===== config.mk =====
export PLATFORM = sky130hd
export DESIGN_NAME = yuv420_block_to_rgb
export DESIGN_NICKNAME = d
export VERILOG_FILES = /design/src/rtl/core/yuvrgb_pkg.sv /design/src/rtl/core/yuv420_block_to_rgb.sv
export SDC_FILE = /design/constraint.sdc
export NUM_CORES = 1
export LEC_CHECK = 0
export BUFFER_PORTS_ARGS = -buffer_cell sky130_fd_sc_hd__buf_2
export CORE_MARGIN = 1.5
export CORE_UTILIZATION = 57
export CTS_CLUSTER_SIZE = 8
export DETAILED_ROUTE_END_ITERATION = 8
export GPL_ROUTABILITY_DRIVEN = 0
export PLACE_DENSITY_LB_ADDON = 0.1
export SYNTH_ARGS = -nofsm -noshare
export SYNTH_HDL_FRONTEND = slang
export SYNTH_SLANG_ARGS = --single-unit

===== constraint.sdc =====
create_clock -name clk -period 7.68 [get_ports clk]
set_input_delay 1.152 -clock clk [delete_from_list [all_inputs] [get_ports clk]]
set_output_delay 1.152 -clock clk [all_outputs]
set_load 0.02 [all_outputs]

===== src/rtl/core/yuvrgb_pkg.sv =====
// Types and constants shared by the 4:2:0 block to RGB converter.
package yuvrgb_pkg;

    localparam logic [7:0] LUMA_LOW    = 8'd16;
    localparam logic [7:0] LUMA_HIGH   = 8'd240;
    localparam logic [7:0] CHROMA_HIGH = 8'd240;
    localparam logic [7:0] CHROMA_MID  = 8'd128;

    localparam logic        [16:0] COEF_Y  = 17'd298;
    localparam logic signed [17:0] COEF_RV = 18'sd408;
    localparam logic signed [17:0] COEF_GV = -18'sd208;
    localparam logic signed [17:0] COEF_GU = -18'sd100;
    localparam logic signed [17:0] COEF_BU = 18'sd517;

    typedef struct packed {
        logic [7:0] luma_top_left;
        logic [7:0] luma_top_right;
        logic [7:0] luma_bottom_left;
        logic [7:0] luma_bottom_right;
        logic [7:0] chroma_u;
        logic [7:0] chroma_v;
    } block_in_t;

    typedef struct packed {
        logic [7:0] red_tl;
        logic [7:0] green_tl;
        logic [7:0] blue_tl;
        logic [7:0] red_tr;
        logic [7:0] green_tr;
        logic [7:0] blue_tr;
        logic [7:0] red_bl;
        logic [7:0] green_bl;
        logic [7:0] blue_bl;
        logic [7:0] red_br;
        logic [7:0] green_br;
        logic [7:0] blue_br;
    } pixels_out_t;

endpackage


===== src/rtl/core/yuv420_block_to_rgb.sv =====
// 2x2 block YUV 4:2:0 to RGB converter, three-stage pipeline.
// Stages in order: clamp, multiply, add/saturate, each ending in a register.
// Throughput: one block per cycle without rgb_stall; each stage register advances when
// it is empty or the stage after it moves; a result-side stall backs up all three stages.
// Reset clears the stage valid bits only; no result is pending after reset.
// No configuration and no state other than the pipeline itself.
module yuv420_block_to_rgb (
    input  logic                    clk,
    input  logic                    rst_n,
    input  logic                    blk_valid,
    output logic                    blk_stall,
    input  yuvrgb_pkg::block_in_t   blk,
    output logic                    rgb_valid,
    input  logic                    rgb_stall,
    output yuvrgb_pkg::pixels_out_t rgb
);
    import yuvrgb_pkg::*;

    // stage 1: clamped luma offsets and centered chroma
    logic              s1_valid_reg;
    logic [7:0]        s1_y_reg [4];
    logic [7:0]        s1_y_next [4];
    logic signed [8:0] s1_u_reg, s1_u_next;
    logic signed [8:0] s1_v_reg, s1_v_next;

    // stage 2: products
    logic               s2_valid_reg;
    logic [16:0]        s2_y_reg [4];
    logic [16:0]        s2_y_next [4];
    logic signed [17:0] s2_rv_reg, s2_rv_next;
    logic signed [17:0] s2_gv_reg, s2_gv_next;
    logic signed [17:0] s2_gu_reg, s2_gu_next;
    logic signed [17:0] s2_bu_reg, s2_bu_next;

    // stage 3: saturated channels
    logic        rgb_valid_reg;
    pixels_out_t rgb_reg, rgb_next;

    logic s1_ready, s2_ready, s3_ready;

    assign s3_ready  = !rgb_valid_reg || !rgb_stall;
    assign s2_ready  = !s2_valid_reg || s3_ready;
    assign s1_ready  = !s1_valid_reg || s2_ready;
    assign blk_stall = !s1_ready;

    function automatic logic [7:0] luma_offset(input logic [7:0] y);
        logic [7:0] c;
        begin
            c = y;
            if (c < LUMA_LOW)
            begin
                c = LUMA_LOW;
            end
            if (c > LUMA_HIGH)
            begin
                c = LUMA_HIGH;
            end
            luma_offset = c - LUMA_LOW;
        end
    endfunction

    function automatic logic signed [8:0] chroma_center(input logic [7:0] c);
        logic [7:0] k;
        begin
            k = (c > CHROMA_HIGH) ? CHROMA_HIGH : c;
            chroma_center = $signed({1'b0, k}) - $signed({1'b0, CHROMA_MID});
        end
    endfunction

    function automatic logic [7:0] saturate(input logic signed [18:0] s);
        begin
            if (s[18])
            begin
                saturate = 8'd0;
            end
            else if (s[17:16] != 2'b00)
            begin
                saturate = 8'd255;
            end
            else
            begin
                saturate = s[15:8];
            end
        end
    endfunction

    always_comb
    begin
        s1_y_next[0] = luma_offset(blk.luma_top_left);
        s1_y_next[1] = luma_offset(blk.luma_top_right);
        s1_y_next[2] = luma_offset(blk.luma_bottom_left);
        s1_y_next[3] = luma_offset(blk.luma_bottom_right);
        s1_u_next    = chroma_center(blk.chroma_u);
        s1_v_next    = chroma_center(blk.chroma_v);
    end

    always_comb
    begin
        for (int i = 0; i < 4; i++)
        begin
            s2_y_next[i] = {9'd0, s1_y_reg[i]} * COEF_Y;
        end
        s2_rv_next = 18'(s1_v_reg * COEF_RV);
        s2_gv_next = 18'(s1_v_reg * COEF_GV);
        s2_gu_next = 18'(s1_u_reg * COEF_GU);
        s2_bu_next = 18'(s1_u_reg * COEF_BU);
    end

    logic signed [18:0] sum_r [4];
    logic signed [18:0] sum_g [4];
    logic signed [18:0] sum_b [4];
    logic signed [18:0] g_term;

    always_comb
    begin
        g_term = 19'(s2_gv_reg) + 19'(s2_gu_reg);
        for (int i = 0; i < 4; i++)
        begin
            sum_r[i] = $signed({2'b00, s2_y_reg[i]}) + 19'(s2_rv_reg);
            sum_g[i] = $signed({2'b00, s2_y_reg[i]}) + g_term;
            sum_b[i] = $signed({2'b00, s2_y_reg[i]}) + 19'(s2_bu_reg);
        end
        rgb_next.red_tl   = saturate(sum_r[0]);
        rgb_next.green_tl = saturate(sum_g[0]);
        rgb_next.blue_tl  = saturate(sum_b[0]);
        rgb_next.red_tr   = saturate(sum_r[1]);
        rgb_next.green_tr = saturate(sum_g[1]);
        rgb_next.blue_tr  = saturate(sum_b[1]);
        rgb_next.red_bl   = saturate(sum_r[2]);
        rgb_next.green_bl = saturate(sum_g[2]);
        rgb_next.blue_bl  = saturate(sum_b[2]);
        rgb_next.red_br   = saturate(sum_r[3]);
        rgb_next.green_br = saturate(sum_g[3]);
        rgb_next.blue_br  = saturate(sum_b[3]);
    end

    always_ff @(posedge clk or negedge rst_n)
    begin
        if (!rst_n)
        begin
            s1_valid_reg  <= 1'b0;
            s2_valid_reg  <= 1'b0;
            rgb_valid_reg <= 1'b0;
        end
        else
        begin
            if (s1_ready)
            begin
                s1_valid_reg <= blk_valid;
            end
            if (s2_ready)
            begin
                s2_valid_reg <= s1_valid_reg;
            end
            if (s3_ready)
            begin
                rgb_valid_reg <= s2_valid_reg;
            end
        end
    end

    always_ff @(posedge clk)
    begin
        if (s1_ready && blk_valid)
        begin
            s1_y_reg <= s1_y_next;
            s1_u_reg <= s1_u_next;
            s1_v_reg <= s1_v_next;
        end
        if (s2_ready && s1_valid_reg)
        begin
            s2_y_reg  <= s2_y_next;
            s2_rv_reg <= s2_rv_next;
            s2_gv_reg <= s2_gv_next;
            s2_gu_reg <= s2_gu_next;
            s2_bu_reg <= s2_bu_next;
        end
        if (s3_ready && s2_valid_reg)
        begin
            rgb_reg <= rgb_next;
        end
    end

    assign rgb_valid = rgb_valid_reg;
    assign rgb       = rgb_reg;

    a_accept_fills_s1: assert property (@(posedge clk) disable iff (!rst_n)
        blk_valid && !blk_stall |=> s1_valid_reg)
        else $error("accepted block did not reach stage 1");

    a_s2_moves_on: assert property (@(posedge clk) disable iff (!rst_n)
        s2_valid_reg && s3_ready |=> rgb_valid_reg)
        else $error("stage 2 item lost on the way to the output");

    a_s1_held: assert property (@(posedge clk) disable iff (!rst_n)
        s1_valid_reg && !s2_ready |=> s1_valid_reg)
        else $error("stalled stage 1 item dropped");

    a_free_output_no_stall: assert property (@(posedge clk) disable iff (!rst_n)
        !rgb_stall |-> !blk_stall)
        else $error("input stalled while the output is free");

    a_stall_only_full: assert property (@(posedge clk) disable iff (!rst_n)
        blk_stall |-> s1_valid_reg && s2_valid_reg && rgb_valid_reg && rgb_stall)
        else $error("input stalled with a bubble in the pipeline");

endmodule

==> flow_metrics.py <==
metrics = {
    "run_status": {
        "status": "finished, final reports clean",
    },
    "global_routing": {
        "grt_max_degree": 75,
        "grt_pass1_vias": 17600,
        "grt.overflow.total": 0,
        "grt_pass1_wl_um": 90100,
        "grt_use_total_pct": 26.5,
        "antenna_found_initial": 1,
    },
    "die": {
        "core_um2": 41100,
        "fp.dieW_um": 208,
        "rows": 74,
        "fp.dieArea_um2": 43100,
        "die_y_um": 208,
        "start_util_pct": 58.1,
        "io_pins": 150,
    },
    "logic_synthesis": {
        "synth_edf_count": 265,
        "synth_nets": 2857,
        "yosysSeqAreaShare_pct": 33.6,
        "ys_types": 89,
        "yosys.area.top_type": "edfxtp_1",
        "synth-seq-cells": 268,
        "async_flop_share_pct": 1.12,
        "ys.flop_type": "edfxtp_1",
        "synth_area_um2": 23900,
        "synth.top_cell.area_share_pct": 33.3,
        "yosysWarnings": 0,
        "syn_avg_cell_area_um2": 10.5,
        "synth_area_leaders": "edfxtp_1 (33%), ha_1 (25%), fa_1 (5.4%)",
        "synth_cells": 2266,
    },
    "layout": {
        "largest_reg_flops": 96,
        "final_common_cell": "ha_1",
        "n_fill_cell": 3280,
        "multiInputGateArea_um2": 14700,
        "final_cell_mix": "ha_1 (474), inv_1 (290), edfxtp_1 (265), a21oi_1 (195), buf_2 (149)",
        "antenna_cells": 0,
        "drive_above_1_share_pct": 10.2,
        "synthToLayoutAreaGrowth_pct": 10.6,
        "seqCellArea_um2": 8030,
        "nets": 3032,
    },
    "worst_setup_path": {
        "startpoint": "s2_gv_reg[4]$_DFFE_PP_",
        "crit_required_ns": 7.95,
        "start_kind": "flip-flop",
        "crit_end": "rgb[15]$_SDFFCE_PP0P_",
        "cp_max_fo": 8,
        "r2r_slack_ns": 3.01,
        "regToRegEndpoint": "rgb[15]$_SDFFCE_PP0P_",
        "critical_path_class": "reg -> reg",
        "crit_arrival_ns": 4.93,
        "reg2reg_depth": 17,
        "r2r-start": "s2_gv_reg[4]$_DFFE_PP_",
        "cp-end-kind": "flip-flop",
    },
    "sta": {
        "slew_violations": 0,
        "finalCritPeriodShare_pct": 60.7,
        "fin_crit_ns": 4.67,
        "fmax_mhz": 214,
        "setup_tns_ns": 0,
        "skew_ns": 0.0249,
        "rsz0062_at_grt": "no",
        "setup_violations": 0,
        "relSlewSlack_pct": 24.3,
        "tightestPinTransition_ns": 1.14,
        "hold_viol": 0,
    },
    "worst_hold_path": {
        "hold_path.class": "in -> async",
    },
    "clocking": {
        "htree_num_levels": 2,
        "hold_buffers": 0,
        "cts.reportedPaths.clkPinSlew_ns": 0.05,
        "cts_root_buffer": "clkbuf_16",
        "cts_buffer_depth": 3,
        "cts_inserted_buffers": 40,
        "clock_latency_ns": 0.56,
        "cts_tree": "done",
        "postCtsSetupBuffers": 0,
        "ctsResizeCount": 0,
        "cts_sinks": 268,
    },
    "detailed_routing": {
        "first_iter_violations": 1038,
        "num_vias": 17300,
        "dr.pass1.iters": 5,
        "drc": 0,
        "wl_per_cell_um": 18.9,
        "via_per_inst": 5.80,
        "ant_nets": 0,
        "routed_wl_um": 56500,
    },
    "flow_run": {
        "drv_cap": 0,
    },
    "placement": {
        "hpwl_um": 46500,
        "port_buffers": 149,
    },
}
==> layout make-up <==
type | count | share of cell area (%)
clock inverters | 3 | 0.189
inverters | 290 | 4.12
multi-input cells | 1689 | 55.7
well taps | 532 | 2.52
clock buffers | 53 | 4.17
repair buffers | 152 | 2.91
flip-flops and latches | 268 | 30.4
==> routing by layer <==
layer / wire, um / global-route usage [%]
met1: 24400 / 33.3
met2: 25800 / 44.3
met3: 2910 / 3.68
met4: 3370 / 14.8
met5: 0 / 0
==> metrics by stage <==
| stage | hold WS, ns | instances | instance area, um2 | util [%] | worst slack (ns) |
|---|---|---|---|---|---|
| 5_1_grt | 0.377 | 2987 | 26400 | 64.3 | 2.61 |
| 3_3_place_gp | 0.465 | 2931 | 25300 | 61.5 | 3.22 |
| 3_5_place_dp | 0.477 | 2931 | 25300 | 61.5 | 3.09 |
| 4_1_cts | 0.370 | 2987 | 26400 | 64.3 | 3.06 |
| 6_report | 0.387 | 2987 | 26400 | 64.3 | 3.01 |
| 2_1_floorplan | 0.449 | 2266 | 23900 | - | 1.62 |
==> worst min path at each step <==
stage / endpoint / startpoint / cells after the start / slack (ns)
floorplan: s2_valid_reg$_DFFE_PN0P_ / s1_valid_reg$_DFFE_PN0N_ / 1 / 0.45
finish: rgb_valid$_DFFE_PN0P_ / rst_n / 1 / 0.39
global route: rgb_valid$_DFFE_PN0P_ / rst_n / 1 / 0.38
global placement: s2_valid_reg$_DFFE_PN0P_ / s1_valid_reg$_DFFE_PN0N_ / 1 / 0.47
CTS: rgb_valid$_DFFE_PN0P_ / rst_n / 1 / 0.37
detailed placement: s2_valid_reg$_DFFE_PN0P_ / s1_valid_reg$_DFFE_PN0N_ / 1 / 0.48
==> cell families (layout without fill, tap and decap cells) <==
family / Yosys count / in the layout / share of synthesized area [%]
simple gates: 447 / 447 / 9.55
buf+inv: 309 / 498 / 4.88
mux: 9 / 9 / 0.408
fa+ha+maj: 539 / 539 / 30.3
flops: 268 / 268 / 33.6
xor+xnor: 181 / 181 / 6.79
compound gates: 513 / 513 / 14.5
==> worst max-delay path, stage by stage, from the launching register on <==
cell	delay [ns]
edfxtp_1	0.42
ha_1	0.22
inv_1	0.07
fa_1	0.40
nor2b_1	0.18
o21a_1	0.14
nor2_1	0.04
xnor2_1	0.42
ha_1	0.37
and2_0	0.15
a22o_1	0.22
or3_4	0.38
and3_4	0.17
a2111oi_4	0.43
nor2_2	0.11
a2111oi_4	0.36
a22o_4	0.23
a21oi_1	0.08
==> Yosys cell counts (6+ instances only) <==
library cell    n
clkbuf_1       16
a31oi_1        24
nand2_1        72
nor3_1         46
o21bai_1       38
a21o_1         38
o21ai_1        11
and3_1         18
o211ai_1       10
nand3_1        27
or2_2          11
a21oi_1       195
o21ai_0        41
nor2_1        121
nor2b_1        28
xor2_1         56
nor4_1          6
and2_1         32
ha_1          474
a211oi_1       12
inv_1         290
o31a_1          8
o21a_1         41
nand2b_1       26
or3_1          11
edfxtp_1      265
a21boi_0        6
o221ai_1       10
fa_1           65
nand3b_1        7
xnor2_1       120
nor3b_1         6
nand4_1        16
Power is not shown: default switching activity piles up to over one toggle a cycle in this logic, so the estimate is an artifact.
